$ cat config.mk
export PLATFORM = sky130hd
export DESIGN_NAME = spi_crc16_write_framer
export DESIGN_NICKNAME = d
export VERILOG_FILES = /design/src/hw/rtl/scwf_pkg.sv /design/src/hw/rtl/scwf_front.sv /design/src/hw/rtl/scwf_queue.sv /design/src/hw/rtl/scwf_back.sv /design/src/hw/rtl/spi_crc16_write_framer.sv
export SDC_FILE = /design/constraint.sdc
export NUM_CORES = 1
export LEC_CHECK = 0
export ABC_AREA = 1
export BUFFER_PORTS_ARGS = -buffer_cell sky130_fd_sc_hd__buf_2
export CAP_MARGIN = 20
export CORE_MARGIN = 2
export CORE_UTILIZATION = 35
export CTS_CLUSTER_DIAMETER = 150
export CTS_CLUSTER_SIZE = 16
export DETAILED_ROUTE_END_ITERATION = 6
export SKIP_LAST_GASP = 1
export SYNTH_ARGS = -nofsm -noshare
export SYNTH_HDL_FRONTEND = slang
export SYNTH_HIERARCHICAL = 1
export SYNTH_SLANG_ARGS = --single-unit
$ cat constraint.sdc
create_clock -name clk_i -period 5.1 [get_ports clk_i]
set_clock_uncertainty 0.15 [all_clocks]
set_input_delay 0 -clock clk_i [delete_from_list [all_inputs] [get_ports clk_i]]
set_output_delay 0 -clock clk_i [all_outputs]
set_load 0.01 [all_outputs]
$ cat src/hw/rtl/scwf_pkg.sv
`timescale 1ns / 1ps
// ----------------------------------------------------------------------------
// scwf_pkg: shared types and constants for the SPI CRC-16 write framer
// Word layouts on both channels, the queued job format, and the CRC step.
// ----------------------------------------------------------------------------
package scwf_pkg;

  localparam logic [15:0] CrcPoly = 16'h8005;
  localparam logic [15:0] CrcInit = 16'hFFFF;

  // Input word kinds
  localparam logic CmdHeader = 1'b0;
  localparam logic CmdData   = 1'b1;

  // Byte counts per job
  localparam logic [2:0] HdrBytes  = 3'd3;
  localparam logic [2:0] DataBytes = 3'd1;
  localparam logic [2:0] CrcBytes  = 3'd2;

  typedef struct packed {
    logic        cmd;
    logic [3:0]  instruction;
    logic [11:0] address;
    logic [7:0]  frame_length;
    logic [7:0]  data_byte;
  } in_word_t;

  typedef struct packed {
    logic [7:0] out_byte;
    logic       frame_end;
  } out_word_t;

  // One classified job: a header (three bytes) or a data byte, with a flag
  // to append the CRC after it.
  typedef struct packed {
    logic       hdr;
    logic [7:0] b0;
    logic [7:0] b1;
    logic [7:0] b2;
    logic       last;
  } job_t;

  // MSB-first CRC update over one byte
  function automatic logic [15:0] crc_byte(logic [15:0] crc, logic [7:0] b);
    logic [15:0] c;
    c = crc;
    for (int i = 7; i >= 0; i--) begin
      if (b[i] ^ c[15]) begin
        c = {c[14:0], 1'b0} ^ CrcPoly;
      end else begin
        c = {c[14:0], 1'b0};
      end
    end
    return c;
  endfunction

endpackage

$ cat src/hw/rtl/scwf_front.sv
`timescale 1ns / 1ps
// ----------------------------------------------------------------------------
// scwf_front: input classifier
// Accepts words, tracks the open frame and pushes jobs into the queue.
// ----------------------------------------------------------------------------
module scwf_front import scwf_pkg::*; (
  input  logic     clk_i,
  input  logic     rst_ni,
  input  logic     in_valid_i,
  output logic     in_stall_o,
  input  in_word_t in_word_i,
  input  logic     q_full_i,
  output logic     push_o,
  output job_t     job_o
);

  logic       open_q, open_d;
  logic [7:0] left_q, left_d;
  logic [7:0] left_m1;
  logic       accept;

  assign in_stall_o = q_full_i;
  assign accept     = in_valid_i && !q_full_i;
  assign left_m1    = left_q - 8'd1;

  always_comb begin
    open_d = open_q;
    left_d = left_q;
    push_o = 1'b0;
    job_o  = '0;
    if (accept) begin
      if (in_word_i.cmd == CmdHeader) begin
        // Restart the frame; an empty frame closes at once
        push_o   = 1'b1;
        job_o.hdr  = 1'b1;
        job_o.b0   = {in_word_i.instruction, in_word_i.address[11:8]};
        job_o.b1   = in_word_i.address[7:0];
        job_o.b2   = in_word_i.frame_length;
        job_o.last = (in_word_i.frame_length == 8'd0);
        open_d   = (in_word_i.frame_length != 8'd0);
        left_d   = in_word_i.frame_length;
      end else if (open_q) begin
        push_o   = 1'b1;
        job_o.hdr  = 1'b0;
        job_o.b0   = in_word_i.data_byte;
        job_o.last = (left_m1 == 8'd0);
        open_d   = (left_m1 != 8'd0);
        left_d   = left_m1;
      end
      // Drop data words outside a frame
    end
  end

  always_ff @(posedge clk_i or negedge rst_ni) begin
    if (!rst_ni) begin
      open_q <= 1'b0;
      left_q <= 8'd0;
    end else begin
      open_q <= open_d;
      left_q <= left_d;
    end
  end

endmodule

$ cat src/hw/rtl/scwf_queue.sv
`timescale 1ns / 1ps
// ----------------------------------------------------------------------------
// scwf_queue: job queue
// Small FIFO that decouples the classifier from the byte sequencer.
// ----------------------------------------------------------------------------
module scwf_queue import scwf_pkg::*; #(
  parameter int Depth = 4
) (
  input  logic clk_i,
  input  logic rst_ni,
  input  logic push_i,
  input  job_t job_i,
  input  logic pop_i,
  output logic empty_o,
  output logic full_o,
  output job_t head_o
);

  localparam int PtrW = (Depth > 1) ? $clog2(Depth) : 1;
  localparam int CntW = $clog2(Depth + 1);
  localparam logic [PtrW-1:0] LastPtr = PtrW'(Depth - 1);
  localparam logic [CntW-1:0] FullCnt = CntW'(Depth);

  job_t            mem_q [Depth];
  logic [PtrW-1:0] wr_q, rd_q;
  logic [CntW-1:0] cnt_q;

  assign empty_o = (cnt_q == '0);
  assign full_o  = (cnt_q == FullCnt);
  assign head_o  = mem_q[rd_q];

  always_ff @(posedge clk_i) begin
    if (push_i) begin
      mem_q[wr_q] <= job_i;
    end
  end

  always_ff @(posedge clk_i or negedge rst_ni) begin
    if (!rst_ni) begin
      wr_q  <= '0;
      rd_q  <= '0;
      cnt_q <= '0;
    end else begin
      if (push_i) begin
        wr_q <= (wr_q == LastPtr) ? '0 : wr_q + PtrW'(1);
      end
      if (pop_i) begin
        rd_q <= (rd_q == LastPtr) ? '0 : rd_q + PtrW'(1);
      end
      if (push_i && !pop_i) begin
        cnt_q <= cnt_q + CntW'(1);
      end else if (pop_i && !push_i) begin
        cnt_q <= cnt_q - CntW'(1);
      end
    end
  end

endmodule

$ cat src/hw/rtl/scwf_back.sv
`timescale 1ns / 1ps
// ----------------------------------------------------------------------------
// scwf_back: byte sequencer
// Emits the bytes of each job one per cycle unless stalled, and keeps the running CRC.
// ----------------------------------------------------------------------------
module scwf_back import scwf_pkg::*; (
  input  logic      clk_i,
  input  logic      rst_ni,
  input  logic      q_empty_i,
  input  job_t      job_i,
  output logic      pop_o,
  output logic      out_valid_o,
  input  logic      out_stall_i,
  output out_word_t out_word_o
);

  logic [2:0]  phase_q, phase_d;
  logic [15:0] crc_q, crc_d;
  logic        out_valid_q;
  out_word_t   out_word_q, out_word_d;
  logic [2:0]  nbytes, total;
  logic [7:0]  pay;
  logic        adv, fire, last_step;

  assign adv       = !out_valid_q || !out_stall_i;
  assign fire      = adv && !q_empty_i;
  assign nbytes    = job_i.hdr ? HdrBytes : DataBytes;
  assign total     = nbytes + (job_i.last ? CrcBytes : 3'd0);
  assign last_step = (phase_q == total - 3'd1);
  assign pop_o     = fire && last_step;

  always_comb begin
    pay        = (phase_q == 3'd0) ? job_i.b0 : (phase_q == 3'd1) ? job_i.b1 : job_i.b2;
    crc_d      = crc_q;
    out_word_d = '0;
    if (phase_q < nbytes) begin
      out_word_d.out_byte = pay;
      crc_d = crc_byte((phase_q == 3'd0 && job_i.hdr) ? CrcInit : crc_q, pay);
    end else if (phase_q == nbytes) begin
      out_word_d.out_byte = crc_q[15:8];
    end else begin
      out_word_d.out_byte  = crc_q[7:0];
      out_word_d.frame_end = 1'b1;
    end
    phase_d = phase_q;
    if (fire) begin
      phase_d = last_step ? 3'd0 : phase_q + 3'd1;
    end
  end

  always_ff @(posedge clk_i or negedge rst_ni) begin
    if (!rst_ni) begin
      phase_q     <= 3'd0;
      crc_q       <= CrcInit;
      out_valid_q <= 1'b0;
    end else begin
      phase_q <= phase_d;
      if (fire) begin
        crc_q       <= crc_d;
        out_valid_q <= 1'b1;
      end else if (adv) begin
        out_valid_q <= 1'b0;
      end
    end
  end

  always_ff @(posedge clk_i) begin
    if (fire) begin
      out_word_q <= out_word_d;
    end
  end

  assign out_valid_o = out_valid_q;
  assign out_word_o  = out_word_q;

endmodule

$ cat src/hw/rtl/spi_crc16_write_framer.sv
`timescale 1ns / 1ps
// ----------------------------------------------------------------------------
// spi_crc16_write_framer: CRC-protected SPI write frame builder
// Turns header and data words into a byte stream closed by a CRC-16.
// ----------------------------------------------------------------------------
// Usage:
//   Input channel (in_valid_i / in_stall_o / in_word_i): a header word
//   (cmd = 0) opens a frame and yields the two command bytes and the length
//   byte; each data word (cmd = 1) yields its byte. After the last data
//   byte, or right after the header when the length is zero, the CRC high
//   and low bytes follow, the low byte marked with frame_end. Data words
//   outside a frame are dropped; a header mid-frame restarts the frame.
//   Output channel (out_valid_o / out_stall_i / out_word_o): one byte a word.
//   The first byte of a word passes through the job queue and the output register.
//   Throughput: the sequencer emits one byte per cycle unless stalled, so
//   a header yields 3 or 5 bytes and a data word 1 or 3; the input takes
//   one word per cycle while the job queue (QueueDepth entries) has room.
//   When the receiver stalls, the output word holds, the queue fills and
//   in_stall_o rises once it is full.
//   Reset empties the queue, clears the output valid flag and the open frame.
// ----------------------------------------------------------------------------
module spi_crc16_write_framer import scwf_pkg::*; #(
  parameter int QueueDepth = 4
) (
  input  logic      clk_i,
  input  logic      rst_ni,
  input  logic      in_valid_i,
  output logic      in_stall_o,
  input  in_word_t  in_word_i,
  output logic      out_valid_o,
  input  logic      out_stall_i,
  output out_word_t out_word_o
);

  logic push, pop, q_empty, q_full;
  job_t push_job, head_job;

  // Classify words and track the frame
  scwf_front u_front (
    .clk_i      (clk_i),
    .rst_ni     (rst_ni),
    .in_valid_i (in_valid_i),
    .in_stall_o (in_stall_o),
    .in_word_i  (in_word_i),
    .q_full_i   (q_full),
    .push_o     (push),
    .job_o      (push_job)
  );

  // Decouple the two sides
  scwf_queue #(
    .Depth (QueueDepth)
  ) u_queue (
    .clk_i   (clk_i),
    .rst_ni  (rst_ni),
    .push_i  (push),
    .job_i   (push_job),
    .pop_i   (pop),
    .empty_o (q_empty),
    .full_o  (q_full),
    .head_o  (head_job)
  );

  // Emit bytes and append the CRC
  scwf_back u_back (
    .clk_i       (clk_i),
    .rst_ni      (rst_ni),
    .q_empty_i   (q_empty),
    .job_i       (head_job),
    .pop_o       (pop),
    .out_valid_o (out_valid_o),
    .out_stall_i (out_stall_i),
    .out_word_o  (out_word_o)
  );

endmodule
=== Word level (Yosys, flattened, before mapping) ===
Memory sizes are Yosys's and may differ from the RTL's.
Index checks and enable logic that the tools add are counted.

* Word-level logic and storage cells: 111
* Memory bits (writable): 104
* Memories kept: 1
* Output and inout port bits: 11
* Latch bits: 0
* Bits in registers: 45
* Memory bits (read-only): 0
* Input bits: 37

{| class="wikitable"
|+ Memories
! name !! words !! width !! read ports !! clocked after Yosys merged registers in !! wr ports !! line !! RTL
|-
| u_queue.mem_q || 4 || 26 || 1 || 0 || 1 || scwf_queue.sv:24 || <nowiki>job_t mem_q [Depth];</nowiki>
|}

* Mux-type cells: 45
* Divide/modulo/power cells: 0
* Add/subtract/negate cells: 8
* Multipliers: 0
* Reduce and logical (&&, ||, !) cells: 23
* $lt $le $gt $ge: 1
* Bitwise gates (word level): 16
* Eq/ne operators: 7
* Shift-type cells: 0

{| class="wikitable"
|+ Operator list
! operator !! count
|-
| $mux W16 || 17
|-
| $mux W8 || 7
|-
| $mux W26 || 1
|-
| $not A3 Y3 || 8
|-
| $logic_not A8 Y1 || 2
|-
| $reduce_bool A8 Y1 || 2
|-
| $mux W1 || 12
|-
| $mux W3 || 3
|-
| $mux W9 || 1
|-
| $mux W2 || 4
|-
| $sub A8 B1 Y8 const B || 1
|-
| $xor A1 B1 Y1 || 8
|-
| $add A3 B1 Y3 const B || 2
|-
| $eq A3 B3 Y1 || 2
|-
| $logic_and A1 B1 Y1 || 6
|-
| $logic_not A1 Y1 || 6
|-
| $logic_not A3 Y1 || 2
|-
| $sub A3 B1 Y3 const B || 2
|-
| $add A2 B1 Y2 const B || 2
|-
| $eq A2 B2 Y1 const B || 2
|-
| $reduce_and A2 Y1 || 2
|-
| $reduce_bool A2 Y1 || 2
|-
| $add A3 B3 Y3 || 1
|-
| $eq A3 B1 Y1 const B || 1
|-
| 4 further kinds || 4
|}

=== Depth between registers and ports, before layout ===
* Depth after elaboration: 26
* Depth in mapped cells: 24
* Depth with buffers taken out: 23

=== By module ===
The synthesis kept the hierarchy.

{| class="wikitable"
|+ Modules (own cells, without submodules)
! module !! cells an instance !! seq. area each (um^2) !! instances !! area each (um^2)
|-
| scwf_queue || 355 || 3298.2 || 1 || 4636.9
|-
| scwf_back || 276 || 790.8 || 1 || 2014.4
|-
| scwf_front || 142 || 225.2 || 1 || 913.4
|}

=== Worst setup path before layout ===
OpenSTA, ideal clock, no wires.

* Kind: register -> register
* Start point: register u_queue.rd_q[0]
* End point: register u_queue.cnt_q[1]
* Setup time: 0.117 ns
* Setup slack: 2.293 ns
* Data required time: 4.833 ns
* Arrival: 2.540 ns
* Buffers on the path: 2
* Clock period less this slack: 2.807 ns
* Stages on the path, launching flop included: 16
* Cells stage by stage: dfrtp_1 inv_2 buf_6 buf_6 o211ai_1 nand2_1 ha_1 xnor2_1 nand3_1 nor2_1 inv_1 ha_1 inv_1 fa_1 nand2_1 nand2_1

{| class="wikitable"
|+ RTL lines
! element !! line !! RTL
|-
| from (decl) || scwf_queue.sv:25 || <nowiki>logic [PtrW-1:0] wr_q, rd_q;</nowiki>
|-
| from (signal assigned) || scwf_queue.sv:48 || <nowiki>rd_q <= (rd_q == LastPtr) ? '0 : rd_q + PtrW'(1);</nowiki>
|-
| to (signal assigned) || scwf_queue.sv:51 || <nowiki>cnt_q <= cnt_q + CntW'(1);</nowiki>
|-
| to (signal assigned) || scwf_queue.sv:53 || <nowiki>cnt_q <= cnt_q - CntW'(1);</nowiki>
|-
| to (decl) || scwf_queue.sv:26 || <nowiki>logic [CntW-1:0] cnt_q;</nowiki>
|}

==> results.md <==
* Status: finished clean
* Leakage power at 3.99 nW
* Worst Setup SP: u_queue/rd_q[0]
* RePlAce Congestion at 0.827
* Fill count at 2,056
* H-tree depth at 4
* Post-CTS sizing at 0
* Ys Warns at 6
* Mapped Area at between 7000 and 8000 um^2
* TritonCTS Buffers at 17
* Cell count of the worst reg-to-reg path at 14
* Netlist cell types at 37
* Clock sink count at 149
* Ys async rst share at 24.2%
* Dpl hpwl at 11,100 um
* Final Hold Violating Endpoints at 0
* Drt drc at 0
* Worst path depth at 14
* Finished Core Util at 43.0%
* Worst slew margin at 41.7%
* R2R setup slack at about 1.2 ns
* # setup viols final at 0
* Die area at 22,800 um^2
* Routed WL at between 15,000 and 20,000 um
* Area of the multi-input gates at 2550 um^2
* Total gr overflow at 0
* WP buf/inv at 4
* RSZ-0062 raised after global routing: false
* Setup CP Type: reg -> reg
* Max FO, Critical Path at 54
* Vias in the first global route at 5,341
* Critical path's largest stage delay at 0.64 ns
* Maximum clock frequency at around 260 MHz
* Total power at roughly 0.006 W
* Seq. cell area at about 4300 um^2
* Hold buffer count at cts at 38
* Reg2reg end: u_queue/cnt_q[1]
* Gate count of the mapped netlist at between 700 and 800
* Crit-path cells: inv_2 -> buf_4 -> o211ai_1 -> nand2_1 -> ha_1 -> xnor2_1 -> nand3_1 -> nor2_1 -> inv_1 -> ha_1 -> inv_1 -> fa_1 -> nand2_1 -> nand2_1
* Final Critical Period at 3.87 ns
* Antenna Nets Post-Route at 0
* Die Y at 151 um
* Antenna violations before repair at 0
* Slowest cell on crit path: inv_2
* Pin count of the biggest net entering global routing at 55
* PortBufs at between 40 and 50
* Core area at 21,100 um^2
* CP required at ~5.3 ns
* Post-DR wirelength/cell at approximately 14 um
* Critical Path Start Type: flop
* Worst-path clk slew at 0.06 ns
* CTS Root Cell: clkbuf_16
* Row Count at 53
* PwrDens at 666 nW/um^2
* CTS tree: done
* CP top delay family: buffers and inverters
* Most Frequent Cell on Critical Path: nand2_1
* Later-pin clock latency in the skew report at approximately 0.42 ns
* Setup WS post-layout at 1.23 ns
* Main synth FF type: edfxtp_1
* CP arrival at 4.03 ns
* Max Slew Vio Count at 0
* Post-synth EDFFs at ~110
* Die Wd at ~150 um
* First-pass GRT wire length at 27,300 um
* Layout cells sized above 1 at 17.6%
* Max cap viols at 0
* IR drop worst, VDD at 0.308 mV
* Post-Syn Area per Cell at around 9.8 um^2
* Setup tns final at 0 ns
* GRT Util Overall at 15.7%
* IO Pins at 48
* Clock Path Buffers at 2
* DRC violation total after the first TritonRoute iteration at 432
* Fin Hold WS at 0.0333 ns
* Register area share after synthesis at 57.0%
* Total Nets Final at 912
* #FFs+latches synth at 149
* Starting Density at between 30% and 40%
* Crit. End Element: flop
* CP endpoint: u_queue/cnt_q[1]
* DR vias at 5,480
* N_diodes at 0
* Area grow syn2layout at 19.9%
* Post-CTS setup repair buffer count at 0
* Via density at 4.77
* Min-Delay Path Class: in -> async
* Setup Slack @ Placement at about 1.3 ns
* Worst-Margin Slew at approximately 0.87 ns
* Initial DRT Pass Iterations at 6
* Period utilisation layout at between 70% and 80%
* R2r startpoint: u_queue/rd_q[0]
* Post-synthesis net count at between 800 and 900
## how the worst min path moves through the flow
stage / start / end / slack (ns) / depth (start not counted)
3_3_place_gp: rst_ni / u_back/phase_q[1] / -0.04 / 2
5_1_grt: rst_ni / u_queue/rd_q[1] / 0.07 / 3
2_1_floorplan: rst_ni / u_back/out_valid_o / -0.45 / 0
6_report: rst_ni / u_back/phase_q[0] / 0.03 / 3
4_1_cts: rst_ni / u_queue/rd_q[1] / 0.05 / 3
3_5_place_dp: rst_ni / u_back/phase_q[2] / -0.05 / 2
## power breakdown
part           switching (W)  leakage [nW]  internal (W)
registers           0.000151          1.48       0.00176
clock network       0.000509         0.289      0.000776
logic                0.00189          2.22      0.000952
total                0.00255          3.99       0.00349
## state kept, by name, indices dropped and copies added, names as in the netlist
name,cells
u_back/crc_q,16
u_queue/wr_q,2
u_back/phase_q,3
u_queue/cnt_q,3
u_back/out_word_o,9
u_front/left_q,8
u_back/out_valid_o,1
u_front/open_q,1
u_queue/mem_q,104
u_queue/rd_q,2
## logic make-up (layout without fill, tap and decap cells)
family,Yosys count,count (layout),share of synthesized area [%]
xor+xnor,10,10,1.16
flops,149,149,57.0
simple gates,318,318,18.0
buf+inv,158,259,9.26
compound gates,124,124,12.2
fa+ha+maj,14,14,2.41
## cell usage after synthesis, types with 5 or more instances
| cell type | number | area share (%) |
|---|---|---|
| o211ai_2 | 15 | 2.5 |
| o221ai_1 | 5 | 0.58 |
| o211ai_1 | 38 | 3.8 |
| xor2_1 | 6 | 0.69 |
| a31oi_1 | 5 | 0.41 |
| or2_1 | 5 | 0.41 |
| dfstp_2 | 16 | 5.6 |
| inv_2 | 10 | 0.50 |
| ha_1 | 13 | 2.2 |
| nand2_1 | 204 | 10 |
| nor2_1 | 40 | 2.0 |
| dfrtp_1 | 20 | 6.6 |
| inv_1 | 117 | 5.8 |
| a32o_1 | 8 | 1.1 |
| nand3_1 | 41 | 2.7 |
| nand2_2 | 10 | 0.83 |
| nand4_1 | 6 | 0.50 |
| o21ai_1 | 15 | 0.99 |
| o21ai_0 | 30 | 2.0 |
| buf_2 | 10 | 0.66 |
| buf_6 | 8 | 1.2 |
| buf_4 | 8 | 0.79 |
| edfxtp_1 | 113 | 45 |
## worst register-to-register path, cell delays in order (launching register included)
cell and delay, ns:
dfrtp_1 0.41, inv_2 0.64, buf_4 0.61, o211ai_1 0.14, nand2_1 0.09, ha_1 0.24
xnor2_1 0.14, nand3_1 0.15, nor2_1 0.28, inv_1 0.10, ha_1 0.20, inv_1 0.09
fa_1 0.41, nand2_1 0.08, nand2_1 0.04
## layer usage
metal | routed length, um | up-vias | share of wire (%) | GRT usage [%]
li1 | - | 2759 | - | -
met2 | 8170 | 108 | 49 | 26.8
met3 | 709 | 12 | 4.3 | 3.67
met5 | 0 | - | 0 | 0
met4 | 218 | 0 | 1.3 | 3.88
met1 | 7510 | 2601 | 45 | 20.1
## stage by stage
stage                     instances  cell area [um^2]
final                          1149              9070
after floorplan                 773              7560
after global placement         1076              8010
after detailed placement       1078              8060
after CTS                      1148              9040
after global routing           1149              9070
## cell usage in the layout (no fill, tap or decap), types with 3 or more instances in the layout
master / instances
nand2_1: 204
inv_1: 117
edfxtp_1: 113
buf_2: 47
nand3_1: 41
nor2_1: 40
dlygate4sd3_1: 38
o211ai_1: 38
o21ai_0: 30
dfrtp_1: 20
clkbuf_16: 17
dfstp_2: 16
o21ai_1: 15
o211ai_2: 15
ha_1: 13
buf_4: 10
nand2_2: 10
inv_2: 10
a32o_1: 8
nand4_1: 6
xor2_1: 6
or2_1: 5
o221ai_1: 5
a31oi_1: 5
inv_6: 4
xnor2_1: 4
nand3_2: 4
bufinv_16: 3
a22oi_1: 3
nor2_4: 3
buf_16: 3
## layout make-up
class | count | share of cell area [%]
clock buffers | 18 | 4.73
clock inverters | 14 | 1.90
inverters | 129 | 5.39
multi-input cells | 466 | 28.1
flip-flops and latches | 149 | 47.6
well taps | 275 | 3.79
repair buffers | 98 | 8.52
(Power assumes the default switching activity.)
